$ cat src/sv/nearest_neighbour_tour_core_macros.svh
// ----------------------------------------------------------------------------
// nearest neighbour tour core - assertion macros
// concurrent checks on clk, held off while rst_n is low
// ----------------------------------------------------------------------------
`ifndef NEAREST_NEIGHBOUR_TOUR_CORE_MACROS_SVH
`define NEAREST_NEIGHBOUR_TOUR_CORE_MACROS_SVH

// antecedent and consequent in the same cycle
`define NNT_ASSERT_SAME(label, ante, cons, msg) \
  label: assert property (@(posedge clk) disable iff (!rst_n) (ante) |-> (cons)) \
    else $error(msg);

// consequent in the cycle after the antecedent
`define NNT_ASSERT_NEXT(label, ante, cons, msg) \
  label: assert property (@(posedge clk) disable iff (!rst_n) (ante) |=> (cons)) \
    else $error(msg);

`endif

$ cat src/sv/nnt_ram.sv
// ----------------------------------------------------------------------------
// nnt_ram
// generic single write, single read memory with registered read data
// ----------------------------------------------------------------------------
module nnt_ram #(
  parameter int WIDTH = 8,
  parameter int DEPTH = 64,
  localparam int AW = (DEPTH > 1) ? $clog2(DEPTH) : 1
) (
  input  logic             clk,
  input  logic             wr_en,
  input  logic [AW-1:0]    wr_addr,
  input  logic [WIDTH-1:0] wr_data,
  input  logic             rd_en,
  input  logic [AW-1:0]    rd_addr,
  output logic [WIDTH-1:0] rd_data
);

  logic [WIDTH-1:0] mem [DEPTH];
  logic [WIDTH-1:0] rd_data_r;

  always_ff @(posedge clk) begin
    if (wr_en) begin
      mem[wr_addr] <= wr_data;
    end
    if (rd_en) begin
      rd_data_r <= mem[rd_addr];
    end
  end

  assign rd_data = rd_data_r;

endmodule

$ cat config.mk
export PLATFORM = sky130hd
export DESIGN_NAME = nnt_ram
export DESIGN_NICKNAME = d
export VERILOG_FILES = /design/src/sv/nearest_neighbour_tour_core_macros.svh /design/src/sv/nnt_ram.sv
export SDC_FILE = /design/constraint.sdc
export NUM_CORES = 1
export LEC_CHECK = 0
export BUFFER_PORTS_ARGS = -buffer_cell sky130_fd_sc_hd__buf_2
export CORE_UTILIZATION = 43
export DETAILED_ROUTE_END_ITERATION = 6
export SYNTH_ARGS = -nofsm -noshare
export SYNTH_HDL_FRONTEND = slang
export SYNTH_SLANG_ARGS = --single-unit
$ cat constraint.sdc
create_clock -name clk -period 3 [get_ports clk]
set_clock_uncertainty 0.05 [all_clocks]
set_input_delay 0.6 -clock clk [delete_from_list [all_inputs] [get_ports clk]]
set_output_delay 0.6 -clock clk [all_outputs]
set_load 0.01 [all_outputs]
==> metrics.yaml <==
logic_synthesis:
  ys_seq_area_frac: 0.7712
  netlist_instances: 940
  async_flop_share: 0
  syn_avg_cell_area_sq_um: 21.54
  yosysWarnings: 0
  ys_types: 39
  syn_area_sq_mm: 0.02025
  synthFlopType: "edfxtp_1"
  synth_nets: 963
  synth-seq-cells: 520
  synth_edf_count: 520
pwr:
  power_mw: 15.20
  vdd_drop_max_uv: 456.6
  powerDensity_mw_per_mm2: 647.5
  leakage_nw: 7.521
cts:
  postCtsResizedCells: 0
  clk_root_buffer_cell: "clkbuf_16"
  clock-sinks: 520
  clk_pin_slew_ns: 0.06
  post-cts-setup-buffers: 0
  worstSkewPairLatency_ns: 0.60
  cts_buffers: 53
  cts_tree: "done"
  clockBufferDepth: 3
  h-tree-depth: 2
  hold_buffers: 0
route:
  vias: 9856
  wl_per_cell_um: 26.86
  initialDrtViolationCount: 1023
  dr.pass1.iters: 5
  wirelength_um: 46660
  drtAntennaViolNets: 0
  routed_via_density: 5.674
  route.detailed.drc: 0
grt:
  grt_pass1_wl_um: 68900
  grt-ovfl-total: 0
  grt_usage: 0.2008
  grt_start_max_net_pins: 65
  grt_pass1_vias: 10120
  antenna_found_initial: 2
timing:
  slew_viol_final: 0
  hold_viol: 0
  rsz0062_at_grt: "no"
  timing.fmax_mhz: 388.0
  finalSetupViolCount: 0
  fin_ws_ns: 0.4228
  tightest_slew_ns: 1.184
  whs_ns: 0.2378
  relSlewSlack: 0.2110
  post-route-period-util: 0.8591
  finalSetupTns_ns: 0
  period_minus_slack_ns: 2.577
finish:
  fin_nets: 1110
  layout_commonest_cell: "edfxtp_1"
  fin_util: 0.5054
  stdcell_count: 1737
  syn2layout_area_growth_pct: 15.96
  layout_common_cells: "520 x edfxtp_1, 126 x mux4_2, 106 x buf_4, 83 x nor2_1, 55 x clkbuf_16"
  final_area_sq_mm: 0.02348
  num-fill-cells: 3731
  drive_gt1_frac: 0.3138
flow_run:
  drv_cap: 0
worst_setup_path:
  crit_type: "in -> reg"
  startpoint_type: "primary input"
  crit_required_ns: 3.27
  rrSetupSlack_ns: 0.58
  endpoint_kind: "flop"
  rr_endpoint: "rd_data[6]$_DFFE_PP_"
  worstPathArrival_ns: 2.84
  r2r_cells: 5
  r2r_start: "mem[29][6]$_DFFE_PP_"
  critical_path.max_fanout: 21
hold_path:
  hold_depth: 1
  hold_path_class: "in -> reg"
  whs_endpoint: "mem[14][1]$_DFFE_PP_"
  hold_start: "wr_data[1]"
die:
  ios: 31
  core_sq_mm: 0.04646
  dieWidth_um: 219.0
  die_area_sq_mm: 0.04796
  rows: 79
  floorplan.initialDensity: 0.4358
  fp.dieH_um: 219.0
placement:
  portBuffers: 30
  dpl_cell_area_sq_mm: 0.02181
  dp_hpwl_um: 29220
  place_inst: 1639
  dp_slack_ns: -0.1304
  place_congestion: 0.8210
status:
  status: "completed"
power by group:
| part | internal, mW | switching (mW) |
|---|---|---|
| registers | 8.06 | 0.0177 |
| clock network | 3.67 | 2.66 |
| logic | 0.316 | 0.475 |
| total | 12.0 | 3.15 |
flip-flops by register name, summed over array words and instances, names as in the netlist:
register and count:
mem 512, rd_data 8
how the worst max path moves through the flow:
stage                           from                    to  cells past startpoint
after floorplan           rd_addr[1]  rd_data[3]$_DFFE_PP_                      7
after detailed placement  rd_addr[0]  rd_data[6]$_DFFE_PP_                      7
after global placement    rd_addr[0]  rd_data[6]$_DFFE_PP_                      7
after global routing      rd_addr[0]  rd_data[6]$_DFFE_PP_                      7
final                     rd_addr[0]  rd_data[6]$_DFFE_PP_                      7
after CTS                 rd_addr[0]  rd_data[6]$_DFFE_PP_                      7
area by class of cell:
| type | count | area, sq um | area share |
|---|---|---|---|
| multi-input combinational | 369 | 4315 | 0.1838 |
| timing repair buffer | 143 | 1125 | 0.04791 |
| clock inverter | 30 | 241.5 | 0.01029 |
| sequential | 520 | 15620 | 0.6651 |
| clock buffer | 66 | 1418 | 0.06038 |
| antenna | 2 | 5.005 | 0.0002132 |
| tap | 607 | 759.5 | 0.03235 |
cells in the mapped netlist, types with 3 or more instances:
| cell type | number | share of area |
|---|---|---|
| buf_1 | 4 | 0.00074 |
| o22ai_1 | 8 | 0.0025 |
| buf_4 | 13 | 0.0048 |
| mux2i_1 | 23 | 0.011 |
| mux4_2 | 126 | 0.14 |
| nor3_1 | 7 | 0.0017 |
| buf_2 | 11 | 0.0027 |
| a21oi_1 | 3 | 0.00074 |
| clkbuf_1 | 17 | 0.0032 |
| a211oi_1 | 4 | 0.0015 |
| nor2b_1 | 14 | 0.0043 |
| nor2_1 | 83 | 0.015 |
| nand3_1 | 13 | 0.0032 |
| a22oi_1 | 3 | 0.0011 |
| nand3b_1 | 3 | 0.0011 |
| a221oi_1 | 6 | 0.0026 |
| o2111ai_1 | 3 | 0.0013 |
| nand2_1 | 19 | 0.0035 |
| buf_6 | 4 | 0.0022 |
| mux2_2 | 13 | 0.0072 |
| edfxtp_1 | 520 | 0.77 |
| o221ai_1 | 8 | 0.0035 |
| o2bb2ai_1 | 3 | 0.0013 |
| nand2b_1 | 7 | 0.0022 |
worst max-delay path, cell delays in order:
cell      delay [ns]
clkbuf_8        0.29
buf_12          0.18
mux4_2          0.51
mux2_2          0.28
o221a_2         0.28
nor3_1          0.51
o32ai_1         0.16
kinds of logic (layout without fill, tap and decap cells):
family,Yosys count,after routing,synth area share
flip-flops,520,520,0.7712
multiplexers,162,162,0.1588
AND/OR/NAND/NOR,153,153,0.03374
AO/OA/AOI/OAI,54,54,0.02064
buffers and inverters,51,239,0.01563
other,0,2,0
metal layers:
layer | GRT usage | vias to the layer above | share of wire
li1 | - | 4234 | -
met1 | 0.2803 | 5236 | 0.44
met4 | 0.06389 | 2 | 0.024
met5 | 0 | - | 0.00019
met3 | 0.03673 | 76 | 0.057
met2 | 0.3211 | 308 | 0.48
Power figures use the tool's default switching activity.
