`config.mk`:
```
export PLATFORM = sky130hd
export DESIGN_NAME = nnt_front
export DESIGN_NICKNAME = d
export VERILOG_FILES = /design/src/sv/nearest_neighbour_tour_core_macros.svh /design/src/sv/nnt_pkg.sv /design/src/sv/nnt_front.sv
export SDC_FILE = /design/constraint.sdc
export NUM_CORES = 1
export LEC_CHECK = 0
export BUFFER_PORTS_ARGS = -buffer_cell sky130_fd_sc_hd__buf_2
export CAP_MARGIN = 40
export CORE_MARGIN = 2
export CORE_UTILIZATION = 33
export CTS_CLUSTER_SIZE = 10
export DETAILED_ROUTE_END_ITERATION = 8
export PLACE_DENSITY = 0.8
export SYNTH_ARGS = -nofsm -noshare
export SYNTH_HDL_FRONTEND = slang
export SYNTH_SLANG_ARGS = --single-unit
```
`constraint.sdc`:
```
create_clock -name clk -period 3.34 [get_ports clk]
set_input_delay 1.002 -clock clk [delete_from_list [all_inputs] [get_ports clk]]
set_output_delay 1.002 -clock clk [all_outputs]
set_load 0.05 [all_outputs]
```
`src/sv/nearest_neighbour_tour_core_macros.svh`:
```
// ----------------------------------------------------------------------------
// nearest neighbour tour core - assertion macros
// concurrent checks on clk, held off while rst_n is low
// ----------------------------------------------------------------------------
`ifndef NEAREST_NEIGHBOUR_TOUR_CORE_MACROS_SVH
`define NEAREST_NEIGHBOUR_TOUR_CORE_MACROS_SVH

// antecedent and consequent in the same cycle
`define NNT_ASSERT_SAME(label, ante, cons, msg) \
  label: assert property (@(posedge clk) disable iff (!rst_n) (ante) |-> (cons)) \
    else $error(msg);

// consequent in the cycle after the antecedent
`define NNT_ASSERT_NEXT(label, ante, cons, msg) \
  label: assert property (@(posedge clk) disable iff (!rst_n) (ante) |=> (cons)) \
    else $error(msg);

`endif

```
`src/sv/nnt_pkg.sv`:
```
// ----------------------------------------------------------------------------
// nnt_pkg
// shared types, widths and state codes of the nearest neighbour tour core
// ----------------------------------------------------------------------------
package nnt_pkg;

  localparam int MAX_POINTS_DEF = 64;
  localparam int COORD_BITS     = 20;
  localparam int IDX_BITS       = 6;
  localparam int COUNT_BITS     = 7;
  localparam int DIFF_W         = COORD_BITS + 1;
  localparam int SUM_W          = 2 * DIFF_W;
  localparam int ROOT_W         = DIFF_W + 1;

  typedef struct packed {
    logic signed [COORD_BITS-1:0] coord_x;
    logic signed [COORD_BITS-1:0] coord_y;
    logic                         last_point;
    logic [IDX_BITS-1:0]          start_index;
  } in_item_t;

  typedef struct packed {
    logic [IDX_BITS-1:0] point_index;
    logic                last_of_tour;
  } out_item_t;

  typedef struct packed {
    logic [COUNT_BITS-1:0] count;
    logic [IDX_BITS-1:0]   start;
  } build_cmd_t;

  typedef struct packed {
    logic done;
  } tour_status_t;

  typedef enum logic [3:0] {
    BK_IDLE,
    BK_GETSTART,
    BK_EMIT,
    BK_SCAN,
    BK_WAIT,
    BK_MUL,
    BK_ADD,
    BK_SQRT,
    BK_CMP
  } back_state_t;

endpackage

```
`src/sv/nnt_front.sv`:
```
// ----------------------------------------------------------------------------
// nnt_front
// takes points, stores them in load order and issues one build command per set
// ----------------------------------------------------------------------------
module nnt_front #(
  parameter int MAX_POINTS = nnt_pkg::MAX_POINTS_DEF,
  localparam int IDX_W = (MAX_POINTS > 1) ? $clog2(MAX_POINTS) : 1,
  localparam int CNT_W = $clog2(MAX_POINTS + 1)
) (
  input  logic                      clk,
  input  logic                      rst_n,
  input  logic                      in_push,
  output logic                      in_full,
  input  nnt_pkg::in_item_t         in_data,
  output logic                      wr_en,
  output logic [IDX_W-1:0]          wr_addr,
  output logic [2*nnt_pkg::COORD_BITS-1:0] wr_data,
  output logic                      cmd_push,
  output nnt_pkg::build_cmd_t       cmd_data,
  input  nnt_pkg::tour_status_t     status
);
  import nnt_pkg::*;

  logic [CNT_W-1:0]      cnt_r, cnt_nxt, cnt_after;
  logic                  busy_r, busy_nxt;
  logic                  acc, room;
  logic [COUNT_BITS-1:0] count_w, start_w;

  // the store is locked from the last point until the tour is fully handed on
  assign in_full = busy_r;
  assign acc     = in_push && !busy_r;
  assign room    = (cnt_r < CNT_W'(MAX_POINTS));

  assign wr_en   = acc && room;
  assign wr_addr = cnt_r[IDX_W-1:0];
  assign wr_data = {in_data.coord_x, in_data.coord_y};

  assign cnt_after = room ? CNT_W'(cnt_r + 1'b1) : cnt_r;
  assign count_w   = COUNT_BITS'(cnt_after);
  assign start_w   = COUNT_BITS'(in_data.start_index);

  // start index saturated to the last held point
  always_comb begin
    cmd_data.count = count_w;
    cmd_data.start = (start_w >= count_w) ? IDX_BITS'(count_w - 1'b1)
                                          : in_data.start_index;
  end

  assign cmd_push = acc && in_data.last_point;

  always_comb begin
    cnt_nxt = cnt_r;
    if (acc) begin
      cnt_nxt = in_data.last_point ? '0 : cnt_after;
    end
    busy_nxt = busy_r;
    if (cmd_push) begin
      busy_nxt = 1'b1;
    end else if (status.done) begin
      busy_nxt = 1'b0;
    end
  end

  always_ff @(posedge clk) begin
    if (!rst_n) begin
      cnt_r  <= '0;
      busy_r <= 1'b0;
    end else begin
      cnt_r  <= cnt_nxt;
      busy_r <= busy_nxt;
    end
  end

endmodule

```
==> impl_metrics.env <==
export IMPL_num_rows=21
export IMPL_synth_ff_type="dfxtp_1"
export IMPL_drc=0
export IMPL_hold_viol_final=0
export IMPL_period_share=1.09
export IMPL_wl_met1_um=929
export IMPL_htreeDepth=1
export IMPL_synthToLayoutAreaGrowth_pct=18.9
export IMPL_relSlewSlack=0.682
export IMPL_drv_slew=0
export IMPL_min_period_ns=3.63
export IMPL_synth_warnings=0
export IMPL_fin_worst_skew_ns=0.00118
export IMPL_dieArea_mm2=0.00406
export IMPL_grt_pass1_wl_um=3850
export IMPL_critPathKind="in2out"
export IMPL_critical_path_max_fanout=5
export IMPL_fin_total_pwr_uw=326
export IMPL_netlist_instances=142
export IMPL_grt_max_degree=9
export IMPL_status="finished, violations left"
export IMPL_drt_pass1_iterations=4
export IMPL_end_kind="output port"
export IMPL_rsz0062_at_grt="yes"
export IMPL_finalSetupViolations=6
export IMPL_grt_use_total=0.119
export IMPL_fmax_mhz=275
export IMPL_synth_top_cell_area_share=0.300
export IMPL_timing_final_ws_setup_ns=-0.291
export IMPL_clock_path_buffers=2
export IMPL_hpwl_um=1940
export IMPL_vdd_drop_max_v=0.000116
export IMPL_clock_latency_ns=0.26
export IMPL_synth_seq_area_share=0.136
export IMPL_wl_met3_um=160
export IMPL_overflow=0
export IMPL_crit_arrival_ns=2.63
export IMPL_yosys_cell_types_count=35
export IMPL_cts_buffers=3
export IMPL_drt_iter0_drc=25
export IMPL_yosys_top_cells_area="buf_4, dfxtp_1, ha_1"
export IMPL_worst_pin_slew_ns=0.474
export IMPL_fin_nets=204
export IMPL_ioPinCount=113
export IMPL_num_vias=862
export IMPL_routed_wl_met2_um=1170
export IMPL_drt_wl_total_um=2280
export IMPL_setup_tns_final_ns=-1.57
export IMPL_top_layer="met4"
export IMPL_num_antenna_cells=0
export IMPL_drive_gt1_frac=0.541
export IMPL_syn_area_mm2=0.00118
export IMPL_dp_cells=187
export IMPL_layout_cells_non_filler=192
export IMPL_p_leak_uw=0.000692
export IMPL_syn_area_per_cell_um2=8.29
export IMPL_pwr_density_cell_mw_per_mm2=233
export IMPL_fp_dieW_um=63.7
export IMPL_vias_per_cell=4.49
export IMPL_design_core_area_mm2=0.00339
export IMPL_pre_cts_ws_ns=-0.475
export IMPL_io_buffers=32
export IMPL_gp_congestion=0.787
export IMPL_wl_per_cell_um=11.9
export IMPL_clock_tree_root_cell="clkbuf_4"
export IMPL_cts_tree="yes"
export IMPL_async_flop_share=0
export IMPL_hold_start="cnt_r[4]$_SDFFE_PN0P_"
export IMPL_synth_top_area_cell="buf_4"
export IMPL_synth_seq_cells=8
export IMPL_ant_nets=0
export IMPL_path_clk_slew_ns=0.05
export IMPL_grt_pass1_vias=844
export IMPL_synth_edff_count=0
export IMPL_antenna_found_initial=0
export IMPL_clock_sinks=8
export IMPL_hp_class="reg2reg"
export IMPL_violations="negative setup slack"
export IMPL_cp_required_ns=2.34
export IMPL_final_util=0.413
export IMPL_synth_nets=199
export IMPL_reg2reg_from="cnt_r[0]$_SDFFE_PN0P_"
export IMPL_maxCapViolations=0
export IMPL_crit_path_start="in_data[0]"
export IMPL_startpoint_type="primary input"
export IMPL_fillCellCount=332
export IMPL_die_h_um=63.7
export IMPL_start_util=0.347
==> per-layer routing <==
layer  vias to the layer above  GRT usage
met5                         -          0
met4                         0     0.0462
met3                         7     0.0335
met2                        36      0.199
met1                       384      0.143
li1                        435          -
==> worst paths after layout <==
path                            slack (ns)  depth (start not counted)                     to
worst min register to register        0.60                          2  cnt_r[4]$_SDFFE_PN0P_
worst max register to register        1.88                          7  cnt_r[5]$_SDFFE_PN0P_
worst max-delay path                 -0.29                         10            cmd_data[2]
worst min-delay path                  0.60                          2  cnt_r[4]$_SDFFE_PN0P_
==> placed cells by master, fill, tap and decap left out, types with 3 or more instances in the layout <==
cell type / synthesis / routed
nand2_1: 10 / 9
nor2b_1: 5 / 5
xnor2_4: 1 / 3
buf_6: 1 / 5
ha_1: 6 / 3
dfxtp_1: 8 / 6
ha_4: 0 / 3
and2_1: 3 / 3
a21boi_0: 3 / 3
o21ai_0: 5 / 4
clkbuf_4: 0 / 3
xnor2_1: 6 / 4
mux2_4: 3 / 4
nor2_1: 5 / 5
a22oi_1: 3 / 3
buf_2: 0 / 25
inv_1: 10 / 7
buf_4: 47 / 16
==> Yosys cell counts, types with 2 or more instances <==
| library cell | n |
|---|---|
| buf_4 | 47 |
| inv_1 | 10 |
| nand2_1 | 10 |
| dfxtp_1 | 8 |
| ha_1 | 6 |
| xnor2_1 | 6 |
| nor2_1 | 5 |
| nor2b_1 | 5 |
| o21ai_0 | 5 |
| a21boi_0 | 3 |
| a22oi_1 | 3 |
| and2_1 | 3 |
| mux2_4 | 3 |
| a21oi_1 | 2 |
| mux2i_1 | 2 |
| nand2b_1 | 2 |
| nand4b_4 | 2 |
| nor3_1 | 2 |
| nor3b_1 | 2 |
==> through the flow <==
| step | area (um^2) | hold WS (ns) |
|---|---|---|
| finish | 1400 | 0.596 |
| global placement | 1290 | 0.576 |
| detailed placement | 1290 | 0.593 |
| CTS | 1370 | 0.604 |
| floorplan | 1320 | 0.530 |
| global route | 1400 | 0.642 |
==> kinds of logic (layout without fill, tap and decap cells) <==
family / after synthesis / after routing / share of synthesized area
AOI/OAI and AO/OA: 20 / 20 / 0.128
adders and majority gates: 6 / 6 / 0.0638
and+or+nand+nor: 35 / 35 / 0.188
xor gates and xnor gates: 8 / 8 / 0.0755
DFF: 8 / 8 / 0.136
muxes: 6 / 6 / 0.0648
buffers and inverters: 59 / 63 / 0.344
==> what timing repair did <==
item / 4_1_cts / 5_1_grt
hold buffers: 0 / 0
setup endpoints to repair: 6 / 6
buffers inserted: 0 / 1
resized for setup: 17 / 5
pin swaps: 4 / 3
==> cell type report <==
type,instances,area [um^2],share of cell area
Multi-Input combinational cell,75,746,0.533
Timing Repair Buffer,49,352,0.251
Sequential cell,8,165,0.118
Tap cell,46,57.6,0.0411
Inverter,10,53.8,0.0384
Clock buffer,4,26.3,0.0188
==> flip-flops by register name, summed over array words and instances, names as in the netlist <==
| name | count |
|---|---|
| cnt_r | 7 |
| in_full | 1 |
==> worst max-delay path: stages <==
cell      delay, ns
buf_12         0.11
inv_16         0.04
ha_4           0.18
nand2b_4       0.13
a21oi_2        0.11
o21ai_1        0.07
a211o_1        0.30
o211ai_4       0.18
mux2_4         0.35
buf_8          0.15
==> power by group <==
group	internal [uW]	switching [uW]	total (uW)
sequential	97.0	1.58	98.5
clock	45.9	35.3	81.1
combinational	63.8	82.4	146
(Power assumes the default switching activity.)
