--- src/sv/nearest_neighbour_tour_core_macros.svh ---
// ----------------------------------------------------------------------------
// nearest neighbour tour core - assertion macros
// concurrent checks on clk, held off while rst_n is low
// ----------------------------------------------------------------------------
`ifndef NEAREST_NEIGHBOUR_TOUR_CORE_MACROS_SVH
`define NEAREST_NEIGHBOUR_TOUR_CORE_MACROS_SVH

// antecedent and consequent in the same cycle
`define NNT_ASSERT_SAME(label, ante, cons, msg) \
  label: assert property (@(posedge clk) disable iff (!rst_n) (ante) |-> (cons)) \
    else $error(msg);

// consequent in the cycle after the antecedent
`define NNT_ASSERT_NEXT(label, ante, cons, msg) \
  label: assert property (@(posedge clk) disable iff (!rst_n) (ante) |=> (cons)) \
    else $error(msg);

`endif

--- src/sv/nnt_pkg.sv ---
// ----------------------------------------------------------------------------
// nnt_pkg
// shared types, widths and state codes of the nearest neighbour tour core
// ----------------------------------------------------------------------------
package nnt_pkg;

  localparam int MAX_POINTS_DEF = 64;
  localparam int COORD_BITS     = 20;
  localparam int IDX_BITS       = 6;
  localparam int COUNT_BITS     = 7;
  localparam int DIFF_W         = COORD_BITS + 1;
  localparam int SUM_W          = 2 * DIFF_W;
  localparam int ROOT_W         = DIFF_W + 1;

  typedef struct packed {
    logic signed [COORD_BITS-1:0] coord_x;
    logic signed [COORD_BITS-1:0] coord_y;
    logic                         last_point;
    logic [IDX_BITS-1:0]          start_index;
  } in_item_t;

  typedef struct packed {
    logic [IDX_BITS-1:0] point_index;
    logic                last_of_tour;
  } out_item_t;

  typedef struct packed {
    logic [COUNT_BITS-1:0] count;
    logic [IDX_BITS-1:0]   start;
  } build_cmd_t;

  typedef struct packed {
    logic done;
  } tour_status_t;

  typedef enum logic [3:0] {
    BK_IDLE,
    BK_GETSTART,
    BK_EMIT,
    BK_SCAN,
    BK_WAIT,
    BK_MUL,
    BK_ADD,
    BK_SQRT,
    BK_CMP
  } back_state_t;

endpackage

--- src/sv/nnt_back.sv ---
// ----------------------------------------------------------------------------
// nnt_back
// greedy tour builder: scans the store, one distance and square root at a time
// ----------------------------------------------------------------------------
module nnt_back #(
  parameter int MAX_POINTS = nnt_pkg::MAX_POINTS_DEF,
  localparam int IDX_W = (MAX_POINTS > 1) ? $clog2(MAX_POINTS) : 1,
  localparam int CNT_W = $clog2(MAX_POINTS + 1)
) (
  input  logic                      clk,
  input  logic                      rst_n,
  input  logic                      cmd_valid,
  input  nnt_pkg::build_cmd_t       cmd_data,
  output logic                      cmd_pop,
  output logic                      rd_en,
  output logic [IDX_W-1:0]          rd_addr,
  input  logic [2*nnt_pkg::COORD_BITS-1:0] rd_data,
  output logic                      out_push,
  output nnt_pkg::out_item_t        out_data,
  input  logic                      out_full,
  output nnt_pkg::tour_status_t     status
);
  import nnt_pkg::*;

  `include "nearest_neighbour_tour_core_macros.svh"

  back_state_t state_r, state_nxt;

  logic [CNT_W-1:0]             count_r, i_r, emitted_r;
  logic [MAX_POINTS-1:0]        visited_r;
  logic signed [COORD_BITS-1:0] cur_x_r, cur_y_r, best_x_r, best_y_r;
  logic signed [COORD_BITS-1:0] cand_x_r, cand_y_r, rd_x, rd_y;
  logic [IDX_W-1:0]             best_idx_r;
  logic [ROOT_W-1:0]            best_d_r, cand_d;
  logic                         found_r, scan_end, seen, better;
  logic [DIFF_W-1:0]            ax_r, ay_r;
  logic signed [DIFF_W-1:0]     dx, dy;
  logic [SUM_W-1:0]             sqx_r, sqy_r, px, py;
  logic [SUM_W-1:0]             rem_r, res_r, bit_r, trial;
  out_item_t                    item_r;

  assign rd_x     = rd_data[2*COORD_BITS-1:COORD_BITS];
  assign rd_y     = rd_data[COORD_BITS-1:0];
  assign scan_end = (i_r == count_r);
  assign seen     = visited_r[i_r[IDX_W-1:0]];
  assign dx       = DIFF_W'(rd_x) - DIFF_W'(cur_x_r);
  assign dy       = DIFF_W'(rd_y) - DIFF_W'(cur_y_r);
  assign px       = ax_r * ax_r;
  assign py       = ay_r * ay_r;
  assign trial    = res_r + bit_r;
  // round half up: remainder above the root means sqrt >= root + 0.5
  assign cand_d   = ROOT_W'(res_r) + ROOT_W'(rem_r > res_r);
  assign better   = !found_r || (cand_d < best_d_r);

  // next state
  always_comb begin
    state_nxt = state_r;
    unique case (state_r)
      BK_IDLE:     if (cmd_valid) state_nxt = BK_GETSTART;
      BK_GETSTART: state_nxt = BK_EMIT;
      BK_EMIT: begin
        if (!out_full) begin
          state_nxt = item_r.last_of_tour ? BK_IDLE : BK_SCAN;
        end
      end
      BK_SCAN: begin
        if (scan_end) begin
          state_nxt = BK_EMIT;
        end else if (!seen) begin
          state_nxt = BK_WAIT;
        end
      end
      BK_WAIT:     state_nxt = BK_MUL;
      BK_MUL:      state_nxt = BK_ADD;
      BK_ADD:      state_nxt = BK_SQRT;
      BK_SQRT:     if (bit_r == SUM_W'(1)) state_nxt = BK_CMP;
      BK_CMP:      state_nxt = BK_SCAN;
      default:     state_nxt = BK_IDLE;
    endcase
  end

  // outputs
  always_comb begin
    cmd_pop     = 1'b0;
    rd_en       = 1'b0;
    rd_addr     = i_r[IDX_W-1:0];
    out_push    = 1'b0;
    status.done = 1'b0;
    unique case (state_r)
      BK_IDLE: begin
        cmd_pop = cmd_valid;
        rd_en   = cmd_valid;
        rd_addr = cmd_data.start[IDX_W-1:0];
      end
      BK_EMIT: begin
        out_push    = !out_full;
        status.done = !out_full && item_r.last_of_tour;
      end
      BK_SCAN: rd_en = !scan_end && !seen;
      default: ;
    endcase
  end

  assign out_data = item_r;

  always_ff @(posedge clk) begin
    if (!rst_n) begin
      state_r   <= BK_IDLE;
      visited_r <= '0;
      found_r   <= 1'b0;
    end else begin
      state_r <= state_nxt;
      case (state_r)
        BK_IDLE: begin
          if (cmd_valid) begin
            visited_r <= '0;
            visited_r[cmd_data.start[IDX_W-1:0]] <= 1'b1;
          end
        end
        BK_EMIT: if (!out_full) found_r <= 1'b0;
        BK_SCAN: if (scan_end) visited_r[best_idx_r] <= 1'b1;
        BK_CMP:  found_r <= 1'b1;
        default: ;
      endcase
    end
  end

  // datapath
  always_ff @(posedge clk) begin
    case (state_r)
      BK_IDLE: begin
        count_r             <= cmd_data.count[CNT_W-1:0];
        emitted_r           <= '0;
        item_r.point_index  <= cmd_data.start;
        item_r.last_of_tour <= (cmd_data.count == COUNT_BITS'(1));
      end
      BK_GETSTART: begin
        cur_x_r <= rd_x;
        cur_y_r <= rd_y;
      end
      BK_EMIT: begin
        if (!out_full) begin
          emitted_r <= CNT_W'(emitted_r + 1'b1);
          i_r       <= '0;
        end
      end
      BK_SCAN: begin
        if (scan_end) begin
          cur_x_r             <= best_x_r;
          cur_y_r             <= best_y_r;
          item_r.point_index  <= IDX_BITS'(best_idx_r);
          item_r.last_of_tour <= (CNT_W'(emitted_r + 1'b1) == count_r);
        end else if (seen) begin
          i_r <= CNT_W'(i_r + 1'b1);
        end
      end
      BK_WAIT: begin
        cand_x_r <= rd_x;
        cand_y_r <= rd_y;
        ax_r     <= dx[DIFF_W-1] ? DIFF_W'(-dx) : DIFF_W'(dx);
        ay_r     <= dy[DIFF_W-1] ? DIFF_W'(-dy) : DIFF_W'(dy);
      end
      BK_MUL: begin
        sqx_r <= px;
        sqy_r <= py;
      end
      BK_ADD: begin
        rem_r <= sqx_r + sqy_r;
        res_r <= '0;
        bit_r <= SUM_W'(1) << (SUM_W - 2);
      end
      BK_SQRT: begin
        if (rem_r >= trial) begin
          rem_r <= rem_r - trial;
          res_r <= (res_r >> 1) + bit_r;
        end else begin
          res_r <= res_r >> 1;
        end
        bit_r <= bit_r >> 2;
      end
      BK_CMP: begin
        if (better) begin
          best_d_r   <= cand_d;
          best_idx_r <= i_r[IDX_W-1:0];
          best_x_r   <= cand_x_r;
          best_y_r   <= cand_y_r;
        end
        i_r <= CNT_W'(i_r + 1'b1);
      end
      default: ;
    endcase
  end

  `NNT_ASSERT_SAME(a_sqrt_bit_onehot, state_r == BK_SQRT, $onehot(bit_r), "sqrt bit lost")
  `NNT_ASSERT_SAME(a_scan_found, state_r == BK_SCAN && scan_end, found_r, "scan ended empty")
  `NNT_ASSERT_SAME(a_emit_bound, state_r != BK_IDLE, emitted_r <= count_r, "tour overrun")
  `NNT_ASSERT_NEXT(a_done_idle, status.done, state_r == BK_IDLE, "done not idle")

endmodule

--- config.mk ---
export PLATFORM = sky130hd
export DESIGN_NAME = nnt_back
export DESIGN_NICKNAME = d
export VERILOG_FILES = /design/src/sv/nnt_pkg.sv /design/src/sv/nnt_back.sv
export VERILOG_INCLUDE_DIRS = /design/src /design/src/sv
export SDC_FILE = /design/constraint.sdc
export NUM_CORES = 2
export LEC_CHECK = 0
export BUFFER_PORTS_ARGS = -buffer_cell sky130_fd_sc_hd__buf_2
export CAP_MARGIN = 0
export CORE_ASPECT_RATIO = 1.2
export CORE_MARGIN = 2
export CORE_UTILIZATION = 39
export DETAILED_ROUTE_END_ITERATION = 16
export MAX_ROUTING_LAYER = met4
export PLACE_DENSITY = 0.63
export SETUP_SLACK_MARGIN = 0.4
export SLEW_MARGIN = 20
export SYNTH_ARGS = -nofsm -noshare
export SYNTH_HDL_FRONTEND = slang
export SYNTH_SLANG_ARGS = --single-unit
--- constraint.sdc ---
create_clock -name clk -period 24.2 [get_ports clk]
set_clock_uncertainty 0.15 [all_clocks]
set_input_delay 6.05 -clock clk [delete_from_list [all_inputs] [get_ports clk]]
set_output_delay 6.05 -clock clk [all_outputs]
set_load 0.01 [all_outputs]
==> results_tabular.tex <==
\begin{tabular}{lr}
\hline
Metric & Value \\
\hline
\multicolumn{2}{l}{\textbf{Run status}} \\
Run status & completed \\
\multicolumn{2}{l}{\textbf{Finish}} \\
Area overhead of the layout relative to synthesis & 7.34\% \\
Number of fill cells in the layout & 13500 \\
Fraction of layout cells with a size suffix above 1 & 0.0678 \\
Commonest non-fill, non-tap cell in the layout & inv\_1 \\
Most frequent cells in the layout & inv\_1, fa\_1, ha\_1 \\
Layout Cells excl Fill & 7461 \\
Final net count & 6816 \\
Area of the multi-input gates & 36800 sq um \\
Final core utilization & 0.421 \\
Reg area & 13500 sq um \\
\multicolumn{2}{l}{\textbf{STA}} \\
Number of failing setup endpoints in the final timing report & 0 \\
Final setup slack of the worst path & 11.44 ns \\
Worst slew slack as a fraction of its limit & 0.229 \\
Setup repair after global routing missed its margin & false \\
Total negative slack & 0 ns \\
Slew of the pin with the lowest slew margin & 1.16 ns \\
Final cycle utilization of the critical path & 0.527 \\
Final critical delay including setup and external delays & 12.76 ns \\
Final-report hold violation count & 0 \\
Achievable clock frequency & 78.4 MHz \\
Final slew viol count & 0 \\
\multicolumn{2}{l}{\textbf{Worst setup path}} \\
Crit Path Max Fanout & 5 \\
Classification of the worst setup path & primary input to output port \\
CP Data Required Time & 18.00 ns \\
Worst reg2reg startpoint & ay\_r[5]\$\_DFFE\_PP\_ \\
CP Capture Type & output port \\
Number of cells on the worst reg-to-reg path & 25 \\
FF-to-FF setup slack & 15.93 ns \\
Worst Path Arrival & 6.56 ns \\
Worst R2R End & sqy\_r[39]\$\_DFFE\_PP\_ \\
Critical path startpoint category & primary input \\
\multicolumn{2}{l}{\textbf{Place}} \\
DP Cell Count & 7359 \\
Final estimated routing congestion in global placement & 0.953 \\
Sum of net half-perimeters after detailed placement & 100000 um \\
Placement Setup Slack & 11.44 ns \\
Input/output buffers & 73 \\
\multicolumn{2}{l}{\textbf{Detailed routing}} \\
DR pass1 iterations & 5 \\
Residual DRC count & 0 \\
Violation count after the first detailed-route iteration & 2264 \\
Number of vias after detailed routing & 39300 \\
Routed wire per std cell & 17.5 um \\
Routed wire length & 130000 um \\
Antenna viol nets, final & 0 \\
Routed via count divided by cell count & 5.26 \\
\multicolumn{2}{l}{\textbf{Logic synthesis}} \\
Sequential cell area fraction in the yosys report & 0.248 \\
Main synth FF type & edfxtp\_1 \\
Instance count of the mapped netlist & 5631 \\
Post-synthesis sequential element count & 474 \\
Per-instance average area after synthesis & 9.70 sq um \\
Total number of yosys warnings & 0 \\
Post-synth EDFFs & 405 \\
Post-Syn Area & 54600 sq um \\
Unique masters post-synth & 83 \\
Mapped Nets & 6855 \\
Post-synth ARST share & 0 \\
\multicolumn{2}{l}{\textbf{Clock network}} \\
Later-pin clock latency in the skew report & 0.65 ns \\
Buffers from clock root to sink, at most & 3 \\
Number of H-tree levels & 2 \\
Cts repair resizes & 0 \\
Clock slew seen by the registers of the worst setup and hold paths & 0.06 ns \\
Clock buffers created by TritonCTS & 53 \\
Quantity of hold-fixing buffers added after cts & 0 \\
Clock tree from TritonCTS & done \\
Number of buffers inserted to repair setup after CTS & 0 \\
Clock sink count & 474 \\
Root Buffer & clkbuf\_16 \\
\multicolumn{2}{l}{\textbf{GRT}} \\
Antenna violations before repair & 1 \\
Via count of the first global-routing pass & 40800 \\
Pin count of the biggest net entering global routing & 96 \\
First-pass GRT wire length & 213000 um \\
Global-route total usage across every layer & 0.189 \\
GR Overflow Total & 0 \\
\multicolumn{2}{l}{\textbf{Die}} \\
Die outline width & 346 um \\
Number of primary I/O pins & 74 \\
Die Height & 414 um \\
Starting utilization of the core area & 0.392 \\
Area of the die & 143000 sq um \\
Core area & 139000 sq um \\
Site Rows & 150 \\
\multicolumn{2}{l}{\textbf{Worst hold path}} \\
Worst min-delay path class & register to register \\
Instance count along the most critical hold path & 0 \\
Worst Hold Path EP & best\_x\_r[11]\$\_DFFE\_PP\_ \\
Worst hold path startpoint & cand\_x\_r[11]\$\_DFFE\_PP\_ \\
\multicolumn{2}{l}{\textbf{Run}} \\
MaxCap Viol Count & 0 \\
\hline
\end{tabular}
## state kept, by name (all words and copies together), names as in the netlist, 20 cells and up
name and flops:
cur_y_r 20, rem_r 42, sqy_r 41, best_d_r 22
cur_x_r 20, cand_y_r 20, best_x_r 20, visited_r 64
ax_r 21, sqx_r 41, bit_r 21, cand_x_r 20
best_y_r 20, ay_r 21, res_r 42
## cells in the mapped netlist (9+ instances only)
cell type    n  share of area
nor3b_1     14         0.0019
mux2i_1     11         0.0020
ha_1       543           0.12
o211ai_1    18         0.0025
nand3_1     67         0.0061
and2_1     203          0.023
xor2_1     109          0.017
dfxtp_1     69          0.025
buf_1       21         0.0014
nor4_1      16         0.0018
nand3b_1    11         0.0015
a21o_1     113          0.016
nor2b_1     35         0.0040
mux2_2      47         0.0097
o31a_1       9         0.0014
inv_1      957          0.066
o21bai_1    39         0.0054
clkbuf_1   182          0.013
or3_1       29         0.0033
mux4_2      21         0.0087
fa_1       624           0.23
o41ai_1      9         0.0014
nor3_1      55         0.0050
nand4_1     56         0.0064
a31oi_1     58         0.0066
nor2_1     335          0.023
o221a_2     65          0.013
o21a_1      44         0.0060
xnor2_1    217          0.035
and4_1       9         0.0014
a211oi_1    51         0.0070
nand2_1    499          0.034
nand2b_1    24         0.0027
o21ai_0    160          0.015
edfxtp_1   405           0.22
a21boi_0    13         0.0018
and3_1      35         0.0040
a21oi_1    296          0.027
or2_2       19         0.0022
o31ai_1     15         0.0021
## worst max-delay path, stage by stage
cell,delay [ns]
buf_2,0.13
nor2_1,0.12
and2_1,0.14
buf_2,0.12
## area by class of cell
type | count | share of cell area
tap | 1824 | 0.0389
sequential | 474 | 0.231
timing repair buffer | 111 | 0.0112
multi-input combinational | 3993 | 0.628
inverter | 959 | 0.0614
clock inverter | 39 | 0.00679
clock buffer | 59 | 0.0230
antenna | 2 | 0.0000854
## worst max path at each step
stage / startpoint / end / slack [ns] / cells after the start
floorplan: cmd_valid / rd_en / 11.11 / 4
global placement: out_full / status / 11.44 / 4
detailed placement: out_full / status / 11.44 / 4
CTS: out_full / status / 11.43 / 4
global route: out_full / status / 11.37 / 4
finish: out_full / status / 11.44 / 4
## cell families after synthesis
logic type	after synthesis	share of synthesized area
buffers and inverters	1164	0.0800
DFF	474	0.248
AOI/OAI and AO/OA	989	0.121
and+or+nand+nor	1431	0.125
muxes	79	0.0204
xor gates and xnor gates	327	0.0526
adders and majority gates	1167	0.353
## per-layer routing
metal  GRT usage  share of wire
met1       0.226           0.42
met2       0.334           0.51
met3      0.0170          0.038
met4      0.0666          0.036
met5           -              0
## stage by stage
| step | hold slack, ns | instance area, sq um |
|---|---|---|
| floorplan | 0.250 | 54600 |
| global placement | 0.251 | 56900 |
| detailed placement | 0.255 | 56900 |
| CTS | 0.265 | 58600 |
| global route | 0.264 | 58600 |
| finish | 0.263 | 58600 |
Power is left out: the tool's default activity adds up to more than one toggle a clock period on the data nets, which glitch-free logic cannot reach.
