[src/sv/nearest_neighbour_tour_core_macros.svh]
// ----------------------------------------------------------------------------
// nearest neighbour tour core - assertion macros
// concurrent checks on clk, held off while rst_n is low
// ----------------------------------------------------------------------------
`ifndef NEAREST_NEIGHBOUR_TOUR_CORE_MACROS_SVH
`define NEAREST_NEIGHBOUR_TOUR_CORE_MACROS_SVH

// antecedent and consequent in the same cycle
`define NNT_ASSERT_SAME(label, ante, cons, msg) \
  label: assert property (@(posedge clk) disable iff (!rst_n) (ante) |-> (cons)) \
    else $error(msg);

// consequent in the cycle after the antecedent
`define NNT_ASSERT_NEXT(label, ante, cons, msg) \
  label: assert property (@(posedge clk) disable iff (!rst_n) (ante) |=> (cons)) \
    else $error(msg);

`endif

[src/sv/nnt_fifo.sv]
// ----------------------------------------------------------------------------
// nnt_fifo
// small register queue, used for build commands and for tour results
// ----------------------------------------------------------------------------
module nnt_fifo #(
  parameter int WIDTH = 8,
  parameter int DEPTH = 2,
  localparam int PW = (DEPTH > 1) ? $clog2(DEPTH) : 1,
  localparam int CW = $clog2(DEPTH + 1)
) (
  input  logic             clk,
  input  logic             rst_n,
  input  logic             push,
  input  logic [WIDTH-1:0] wdata,
  output logic             full,
  input  logic             pop,
  output logic [WIDTH-1:0] rdata,
  output logic             empty
);

  logic [WIDTH-1:0] slot_r [DEPTH];
  logic [PW-1:0]    wp_r, wp_nxt, rp_r, rp_nxt;
  logic [CW-1:0]    cnt_r, cnt_nxt;
  logic             do_push, do_pop;

  assign full    = (cnt_r == CW'(DEPTH));
  assign empty   = (cnt_r == '0);
  assign do_push = push && !full;
  assign do_pop  = pop && !empty;
  assign rdata   = slot_r[rp_r];

  always_comb begin
    wp_nxt  = wp_r;
    rp_nxt  = rp_r;
    cnt_nxt = cnt_r;
    if (do_push) begin
      wp_nxt = (wp_r == PW'(DEPTH - 1)) ? '0 : PW'(wp_r + 1'b1);
    end
    if (do_pop) begin
      rp_nxt = (rp_r == PW'(DEPTH - 1)) ? '0 : PW'(rp_r + 1'b1);
    end
    if (do_push && !do_pop) begin
      cnt_nxt = CW'(cnt_r + 1'b1);
    end else if (do_pop && !do_push) begin
      cnt_nxt = CW'(cnt_r - 1'b1);
    end
  end

  always_ff @(posedge clk) begin
    if (!rst_n) begin
      wp_r  <= '0;
      rp_r  <= '0;
      cnt_r <= '0;
    end else begin
      wp_r  <= wp_nxt;
      rp_r  <= rp_nxt;
      cnt_r <= cnt_nxt;
    end
  end

  always_ff @(posedge clk) begin
    if (do_push) begin
      slot_r[wp_r] <= wdata;
    end
  end

endmodule

[config.mk]
export PLATFORM = sky130hd
export DESIGN_NAME = nnt_fifo
export DESIGN_NICKNAME = d
export VERILOG_FILES = /design/src/sv/nearest_neighbour_tour_core_macros.svh /design/src/sv/nnt_fifo.sv
export SDC_FILE = /design/constraint.sdc
export NUM_CORES = 1
export LEC_CHECK = 0
export BUFFER_PORTS_ARGS = -buffer_cell sky130_fd_sc_hd__buf_2
export CORE_MARGIN = 1.5
export CORE_UTILIZATION = 49
export DETAILED_ROUTE_END_ITERATION = 10
export GPL_TIMING_DRIVEN = 0
export PLACE_DENSITY = 0.82
export SLEW_MARGIN = 20
export SYNTH_ARGS = -nofsm -noshare
export SYNTH_HDL_FRONTEND = slang
export SYNTH_SLANG_ARGS = --single-unit
export TNS_END_PERCENT = 100
[constraint.sdc]
create_clock -name clk -period 2.1 [get_ports clk]
set_clock_uncertainty 0.15 [all_clocks]
set_input_delay 0.105 -clock clk [delete_from_list [all_inputs] [get_ports clk]]
set_output_delay 0.105 -clock clk [all_outputs]
set_load 0.03 [all_outputs]
==> results of run 1 <==
cell usage after synthesis, drive strengths merged:
| cell type | n | area [um^2] |
|---|---|---|
| a21boi | 2 | 15.0 |
| and2 | 3 | 18.8 |
| and3 | 1 | 6.26 |
| buf | 1 | 5.00 |
| dfxtp | 5 | 100 |
| edfxtp | 16 | 480 |
| ha | 1 | 12.5 |
| inv | 2 | 7.50 |
| mux2 | 8 | 90.1 |
| nand2b | 1 | 6.26 |
| nor2 | 2 | 7.51 |
| nor3 | 1 | 10.0 |
| o21a | 1 | 7.51 |
| o21ai | 2 | 10.0 |
| or3 | 1 | 6.26 |
| xnor2 | 2 | 17.5 |
| xor2 | 1 | 8.76 |
repair_timing:
action                                 CTS  global route
hold buffers                             9             0
setup endpoints to repair                0             0
endpoints found under the hold margin   21             0
stage by stage:
stage          total power [mW]  std cells  hold slack, ns  setup WS [ns]  utilization
6_report                   1.24        100          0.0249          0.292        0.690
5_1_grt                    1.31        100          0.0628          0.190        0.690
4_1_cts                    1.25        100          0.0231          0.300        0.690
3_5_place_dp               1.06         87           0.147          0.317        0.613
3_3_place_gp               1.04         87           0.142          0.407        0.613
2_1_floorplan             0.939         50          0.0539          0.398            -
final cells by class:
cell class / count / area [um^2] / share of cell area
Multi-Input combinational cell: 26 / 216 / 0.206
Inverter: 2 / 7.51 / 0.00714
Tap cell: 16 / 20.0 / 0.0190
Buffer: 1 / 5.00 / 0.00476
Sequential cell: 21 / 581 / 0.552
Clock buffer: 4 / 26.3 / 0.0250
Timing Repair Buffer: 30 / 195 / 0.186
sequential cells by signal, summed over array words and instances (netlist names), named ones only:
name,cells
cnt_r,2
wp_r,1
slot_r,16
rp_r,1
where the power goes:
part | internal [mW] | switching [mW] | total, mW | leakage [nW]
combinational | 0.197 | 0.300 | 0.497 | 0.216
clock | 0.0738 | 0.107 | 0.181 | 0.0150
sequential | 0.530 | 0.0354 | 0.566 | 0.191
total | 0.801 | 0.443 | 1.24 | 0.422
routing by layer:
| metal | share of wire | track usage |
|---|---|---|
| met5 | 0 | 0 |
| met4 | 0.016 | 0.0909 |
| met3 | 0.039 | 0.0125 |
| met2 | 0.52 | 0.271 |
| met1 | 0.43 | 0.160 |
cells by family (layout without fill, tap and decap cells):
logic type	count (synthesis)	after routing	synth area share
xor+xnor	3	3	0.0325
fa+ha+maj	1	1	0.0155
buf+inv	3	37	0.0154
flops	21	21	0.717
mux	8	8	0.111
compound gates	5	5	0.0402
simple gates	9	9	0.0680
critical path, delay by kind of cell, from the launching register on:
kind,cells,cell delay (ns)
and+or+nand+nor,3,0.66
DFF,1,0.43
buffers and inverters,1,0.06
adders and majority gates,1,0.27
AOI/OAI and AO/OA,1,0.17
path summary, 6_finish.rpt:
check	startpoint	end	cells after the start
min	push	wp_r	3
max reg2reg	cnt_r[0]	cnt_r[1]	6
min reg2reg	cnt_r[1]	cnt_r[1]	2
max	cnt_r[0]	cnt_r[1]	6
==> impl_metrics.json, run 1 <==
{
  "syn2layout_area_growth_pct": 29.8,
  "cp_slowest_cell": "dfxtp_1",
  "rsz0062_at_grt": "false",
  "finalCritPeriodShare": 0.861,
  "worst_pin_slew_ns": 0.735,
  "post_cts_resized": 0,
  "grt_pass1_wl_mm": 1.98,
  "hpwl_um": 854,
  "initial_core_util": 0.531,
  "grt_max_degree": 12,
  "arrival_ns": 1.88,
  "layout_commonest_cell": "buf_2",
  "finalMaxSlewViolations": 0,
  "layout-drive-gt1-share": 0.417,
  "max_cap_viol_count": 0,
  "diodes": 0,
  "first_iter_violations": 3,
  "ios": 22,
  "grt_overflow": 0,
  "ys_warn_count": 0,
  "path_cells": "nand2b_1 > inv_2 > nor2_1 > ha_1 > or3_1 > a21boi_1",
  "max_freq_ghz": 0.553,
  "synth_seq_cells": 21,
  "antenna_found_initial": 0,
  "yosysUniqueCellTypes": 20,
  "power.leakage_nw": 0.422,
  "h-tree-depth": 1,
  "clockBufferDepth": 2,
  "place_area_um2": 935,
  "fp.dieArea_um2": 1900,
  "via_per_inst": 5.05,
  "hold_violations": 0,
  "gp_congestion": 0.669,
  "cp_slowest_stage_delay_ns": 0.43,
  "num-fill-cells": 112,
  "status": "completed",
  "powerDensity_nw_per_um2": 1180,
  "cts_setup_buffers": 0,
  "clkSlewWorstSetupHoldPaths_ns": 0.10,
  "dr_total_vias": 505,
  "core_area_um2": 1520,
  "die_w_um": 43.6,
  "netlist_instances": 50,
  "die_y_um": 43.6,
  "root_buffer": "clkbuf_4",
  "grt_usage": 0.147,
  "finalSetupViolCount": 0,
  "fin_crit_ns": 1.81,
  "grt_pass1_vias": 511,
  "endpoint_kind": "register",
  "syn-num-nets": 63,
  "worstSetupPathType": "reg2reg",
  "seq_area_frac_synth": 0.717,
  "r2r_slack_ns": 0.29,
  "nets": 98,
  "syn_area_um2": 810,
  "drtPass1Iterations": 2,
  "mostFrequentLayoutCells": "buf_2 (22), edfxtp_1 (16), dlygate4sd3_1 (9)",
  "portBuffers": 21,
  "finalSetupTns_ns": 0,
  "final_area_um2": 1050,
  "drc": 0,
  "post_drt_wl_per_cell_um": 13.0,
  "ant_nets": 0,
  "cp.required_ns": 2.17,
  "cp_max_fo": 5,
  "clkLatencyLatePin_ns": 0.29,
  "avgSynthCellArea_um2": 16.2,
  "ir_drop_mv": 0.739,
  "cts.sink_count": 21,
  "max_slew_margin": 0.507,
  "wirelength_mm": 1.30,
  "cts_buffers": 3,
  "worst_hold_path_type": "in2reg",
  "cts_tree": "built",
  "critPathLaunchType": "register",
  "num_rows": 14
}
(Power assumes the default switching activity.)
==> run 2: changes to the inputs <==
--- a/config.mk
+++ b/config.mk
@@ -5,6 +5,7 @@
 export SDC_FILE = /design/constraint.sdc
 export NUM_CORES = 1
 export LEC_CHECK = 0
+export ABC_AREA = 1
 export BUFFER_PORTS_ARGS = -buffer_cell sky130_fd_sc_hd__buf_2
 export CORE_MARGIN = 1.5
 export CORE_UTILIZATION = 49
==> impl_metrics.json, run 2 <==
{
  "status": "completed",
  "fp.dieArea_um2": 1940,
  "worst_hold_path_type": "in2reg",
  "finalMaxSlewViolations": 0,
  "synth-edff-count": 16,
  "finalSetupTns_ns": 0,
  "ant_nets": 0,
  "synthArstFlopShare": 0,
  "clockBufferDepth": 2,
  "ys_warn_count": 0,
  "synth.most_common_cell": "edfxtp_1",
  "path_cells": "o21ai_2 > nor2_1",
  "layout-drive-gt1-share": 0.371,
  "nets": 111,
  "post_cts_resized": 0,
  "antenna_found_initial": 0,
  "yosys-top-cells-count": "edfxtp_1 (16), nor2_1 (10), inv_1 (8), mux2_2 (8), nand2_1 (6)",
  "drtPass1Iterations": 4,
  "seq_area_frac_synth": 0.705,
  "cts_buffers": 3,
  "grt_pass1_wl_mm": 2.03,
  "root_buffer": "clkbuf_4",
  "power.leakage_nw": 0.450,
  "max_freq_ghz": 0.618,
  "ir_drop_mv": 0.741,
  "yosys-top-cells-area": "edfxtp_1 (58%), dfxtp_1 (12%), mux2_2 (11%)",
  "hold_violations": 0,
  "synth_seq_cells": 21,
  "post_drt_wl_per_cell_um": 11.9,
  "largest_register_ffs": 16,
  "drc": 0,
  "gp_congestion": 0.666,
  "yosysUniqueCellTypes": 15,
  "cp_max_fo": 8,
  "dr_total_vias": 553,
  "cp_slowest_cell": "nor2_1",
  "grt_overflow": 0,
  "cp_slowest_stage_delay_ns": 0.55,
  "top_register": "slot_r",
  "cts_setup_buffers": 0,
  "critPathLaunchType": "register",
  "cts_tree": "built",
  "hpwl_um": 965,
  "fin_crit_ns": 1.62,
  "diodes": 0,
  "finalCritPeriodShare": 0.771,
  "mostFrequentLayoutCells": "buf_2 (22), edfxtp_1 (16), nor2_1 (10)",
  "grt_pass1_vias": 530,
  "syn-num-nets": 76,
  "finalSetupViolCount": 0,
  "first_iter_violations": 8,
  "ios": 22,
  "grt_usage": 0.151,
  "final_area_um2": 1060,
  "num_rows": 14,
  "die_y_um": 44.0,
  "max_cap_viol_count": 0,
  "portBuffers": 21,
  "syn_area_um2": 823,
  "cp.required_ns": 1.88,
  "h-tree-depth": 1,
  "netlist_instances": 63,
  "top_regs": "slot_r (16), cnt_r (2)",
  "arrival_ns": 1.40,
  "clkLatencyLatePin_ns": 0.29,
  "core_area_um2": 1540,
  "initial_core_util": 0.534,
  "synth_top_cell_area_share": 0.584,
  "max_slew_margin": 0.527,
  "worst_pin_slew_ns": 0.707,
  "wirelength_mm": 1.34,
  "avgSynthCellArea_um2": 13.1,
  "fin_util": 0.691,
  "place_area_um2": 948,
  "grt_max_degree": 12,
  "clkSlewWorstSetupHoldPaths_ns": 0.11,
  "layout_commonest_cell": "buf_2",
  "synth_flop_cell": "edfxtp_1",
  "worstSetupPathType": "reg2reg",
  "powerDensity_nw_per_um2": 1140,
  "synth_area_leader_cell": "edfxtp_1",
  "die_w_um": 44.0,
  "cts.sink_count": 21,
  "rsz0062_at_grt": "false",
  "endpoint_kind": "register",
  "syn2layout_area_growth_pct": 29.3,
  "num-fill-cells": 122,
  "via_per_inst": 4.89
}
## run 2: cell types whose count changed in the layout (fill, tap and decap cells not counted), moves of 2 or more
| cell | change |
|---|---|
| nand2_1 | +6 |
| nor2_1 | +8 |
| inv_1 | +7 |
| and2_1 | -3 |
| xnor2_1 | -2 |
## run 2: path summary, 6_finish.rpt
path / start / end / slack, ns / depth (start not counted)
worst max-delay path: cnt_r[0] / slot_r[1][0] / 0.48 / 2
worst min-delay path: push / wp_r / 0.05 / 4
worst max register to register: cnt_r[0] / slot_r[1][0] / 0.48 / 2
worst min register to register: rp_r / register / 0.37 / 2
## run 2: cell type report
class	count	area (um^2)	area share
Inverter	9	33.8	0.0317
Tap cell	16	20.0	0.0188
Clock buffer	4	26.3	0.0247
Buffer	1	5.00	0.00470
Multi-Input combinational cell	32	204	0.192
Timing Repair Buffer	30	195	0.183
Sequential cell	21	581	0.545
## run 2: logic make-up after synthesis
logic type | count (synthesis) | synth area share
AO/OA/AOI/OAI | 4 | 0.0289
AND/OR/NAND/NOR | 19 | 0.0942
multiplexers | 8 | 0.109
flip-flops | 21 | 0.705
buffers and inverters | 10 | 0.0471
adder cells (fa/ha/maj) | 1 | 0.0152
## run 2: worst max-delay path, delay by kind of cell, from the launching register on
family | cells | cell delay [ns]
flip-flops | 1 | 0.45
AND/OR/NAND/NOR | 1 | 0.55
AO/OA/AOI/OAI | 1 | 0.11
## run 2: timing repair
item	in CTS	in global routing
endpoints found under the hold margin	21	0
endpoints found under the setup margin	0	0
hold buffers	9	0
## run 2: power breakdown
part	leakage, nW	internal, mW	switching (mW)
sequential	0.191	0.531	0.0351
clock	0.0150	0.0738	0.109
combinational	0.245	0.163	0.302
## run 2: stage by stage
| stage | hold WS (ns) | cells | setup slack [ns] | total power [mW] |
|---|---|---|---|---|
| 3_3_place_gp | 0.143 | 100 | 0.517 | 1.01 |
| 2_1_floorplan | 0.0539 | 63 | 0.392 | 0.918 |
| 5_1_grt | 0.0605 | 113 | 0.334 | 1.29 |
| 3_5_place_dp | 0.148 | 100 | 0.488 | 1.03 |
| 4_1_cts | 0.0428 | 113 | 0.456 | 1.23 |
| 6_report | 0.0500 | 113 | 0.481 | 1.21 |
## run 2: routing by layer
metal | GRT usage | vias to the layer above | wire [um]
li1 | - | 282 | -
met1 | 0.149 | 257 | 507
met2 | 0.285 | 14 | 776
met3 | 0.0375 | 0 | 59
met4 | 0.0727 | 0 | 0
met5 | 0 | - | 0
==> run 3: changes to the inputs <==
--- a/config.mk
+++ b/config.mk
@@ -8,10 +8,10 @@
 export ABC_AREA = 1
 export BUFFER_PORTS_ARGS = -buffer_cell sky130_fd_sc_hd__buf_2
 export CORE_MARGIN = 1.5
-export CORE_UTILIZATION = 49
+export CORE_UTILIZATION = 44
 export DETAILED_ROUTE_END_ITERATION = 10
 export GPL_TIMING_DRIVEN = 0
-export PLACE_DENSITY = 0.82
+export PLACE_DENSITY = 0.78
 export SLEW_MARGIN = 20
 export SYNTH_ARGS = -nofsm -noshare
 export SYNTH_HDL_FRONTEND = slang
==> constraint.sdc (replaced) <==
create_clock -name clk -period 1.3 [get_ports clk]
set_clock_uncertainty 0.15 [all_clocks]
set_input_delay 0.065 -clock clk [delete_from_list [all_inputs] [get_ports clk]]
set_output_delay 0.065 -clock clk [all_outputs]
set_load 0.03 [all_outputs]
==> impl_metrics.json, run 3 (synthesis results as in run 2) <==
{
  "dr_total_vias": 595,
  "clkPwrFrac": 0.116,
  "die_y_um": 46.3,
  "violations": "negative setup slack",
  "nets": 118,
  "finalMaxSlewViolations": 0,
  "gp_congestion": 0.707,
  "max_slew_margin": 0.830,
  "power.leakage_nw": 0.547,
  "drtPass1Iterations": 4,
  "ir_drop_mv": 1.48,
  "num-fill-cells": 124,
  "grt_max_degree": 13,
  "critPathLaunchType": "register",
  "cts.sink_count": 21,
  "grt_pass1_wl_mm": 2.44,
  "core_area_um2": 1750,
  "hpwl_um": 941,
  "die_w_um": 46.3,
  "grt_usage": 0.173,
  "powerDensity_nw_per_um2": 1890,
  "worstSetupPathType": "reg2out",
  "top_regs": "slot_r (16), cnt_r (2)",
  "via_per_inst": 4.61,
  "endpoint_kind": "output port",
  "worst_pin_slew_ns": 0.255,
  "portBuffers": 21,
  "arrival_ns": 1.24,
  "rsz0062_at_grt": "true",
  "p_switching_uw": 903,
  "initial_core_util": 0.472,
  "layout-drive-gt1-share": 0.567,
  "finalSetupViolCount": 28,
  "drc": 0,
  "power_frac_seq": 0.394,
  "layout_commonest_cell": "edfxtp_1",
  "clockBufferDepth": 2,
  "cp_top_family": "flip-flops",
  "top_register": "slot_r",
  "cp_max_fo": 8,
  "dp_slack_ns": -0.288,
  "ios": 22,
  "cts_buffers": 3,
  "max_freq_ghz": 0.687,
  "syn2layout_area_growth_pct": 60.0,
  "clkLatencyLatePin_ns": 0.29,
  "post_drt_wl_per_cell_um": 12.5,
  "finalCritPeriodShare": 1.12,
  "fin_crit_ns": 1.46,
  "fin_util": 0.755,
  "path_cells": "buf_8 > mux2_4 > buf_6",
  "status": "finished, violations left",
  "cp_slowest_stage_delay_ns": 0.35,
  "largest_register_ffs": 16,
  "worst-path-buf-inv": 2,
  "cp_slowest_cell": "dfxtp_2",
  "combPwrFrac": 0.490,
  "internal_power_mw": 1.59,
  "diodes": 0,
  "clkSlewWorstSetupHoldPaths_ns": 0.10,
  "swShare": 0.362,
  "worst_hold_path_type": "in2reg",
  "fp.dieArea_um2": 2140,
  "cts_tree": "built",
  "ant_nets": 0,
  "wirelength_mm": 1.62,
  "h-tree-depth": 1,
  "num_rows": 15,
  "mostFrequentLayoutCells": "edfxtp_1 (16), buf_6 (12), buf_2 (11)",
  "grt_overflow": 0,
  "hold_violations": 0,
  "layout_setup_ws_ns": -0.156,
  "cp.required_ns": 1.09,
  "max_cap_viol_count": 0,
  "first_iter_violations": 8,
  "root_buffer": "clkbuf_4",
  "grt_pass1_vias": 580,
  "antenna_found_initial": 0
}
## run 3: changes by cell type in the layout (fill, tap and decap cells not counted), moves of 5 or more
| cell | before | now |
|---|---|---|
| buf_2 | 22 | 11 |
| mux2_2 | 8 | 0 |
| mux2_4 | 0 | 8 |
| buf_6 | 0 | 12 |
| nor2_1 | 10 | 5 |
| nor2_4 | 0 | 5 |
## run 3: cell type report
cell class	instances	area [um^2]	share of cell area
Inverter	9	36.3	0.0275
Buffer	1	15.0	0.0114
Timing Repair Buffer	37	318	0.241
Multi-Input combinational cell	32	300	0.228
Clock buffer	3	22.5	0.0171
Clock inverter	1	5.00	0.00380
Tap cell	25	31.3	0.0237
Sequential cell	21	589	0.447
## run 3: metrics by stage
step,std cells,instance area (um^2),setup TNS (ns),power (mW),hold WS (ns)
floorplan,63,853,-1.13,1.57,0.0139
global placement,109,990,-3.95,1.73,0.104
detailed placement,109,990,-4.56,1.77,0.107
CTS,125,1250,-1.85,2.38,0.0132
global route,129,1320,-4.25,2.64,0.0348
finish,129,1320,-2.57,2.49,0.0268
## run 3: power groups by stage
stage | clock, mW | sequential (mW) | combinational (mW)
5_1_grt | 0.326 | 0.993 | 1.32
6_report | 0.290 | 0.981 | 1.22
3_5_place_dp | 0 | 0.960 | 0.811
3_3_place_gp | 0 | 0.949 | 0.783
2_1_floorplan | 0 | 0.942 | 0.632
4_1_cts | 0.305 | 0.971 | 1.10
## run 3: per-layer routing
metal,GRT usage,routed length [um],vias to the layer above
li1,-,-,300
met1,0.169,617,278
met2,0.328,922,15
met3,0.0431,65,2
met4,0.0857,12,0
met5,0,0,-
## run 3: what timing repair did
item,CTS,global route
gates resized for setup,38,9
pin swaps,6,5
hold buffers,9,0
endpoints found under the setup margin,26,20
hold endpoints to repair,21,0
setup buffers,3,6
## run 3: final timing paths
path,from,endpoint,slack (ns),cells after the start
worst max-delay path,register,rdata[1],-0.16,3
worst min-delay path,push,wp_r,0.03,4
worst max register to register,cnt_r[1],slot_r[1][2],-0.12,5
worst min register to register,rp_r,register,0.37,2
## run 3: worst register-to-register path, delay by kind of cell, from the launching register on
| family | cells | cell delay [ns] |
|---|---|---|
| flops | 1 | 0.38 |
| buf+inv | 3 | 0.31 |
| simple gates | 1 | 0.22 |
| compound gates | 1 | 0.07 |
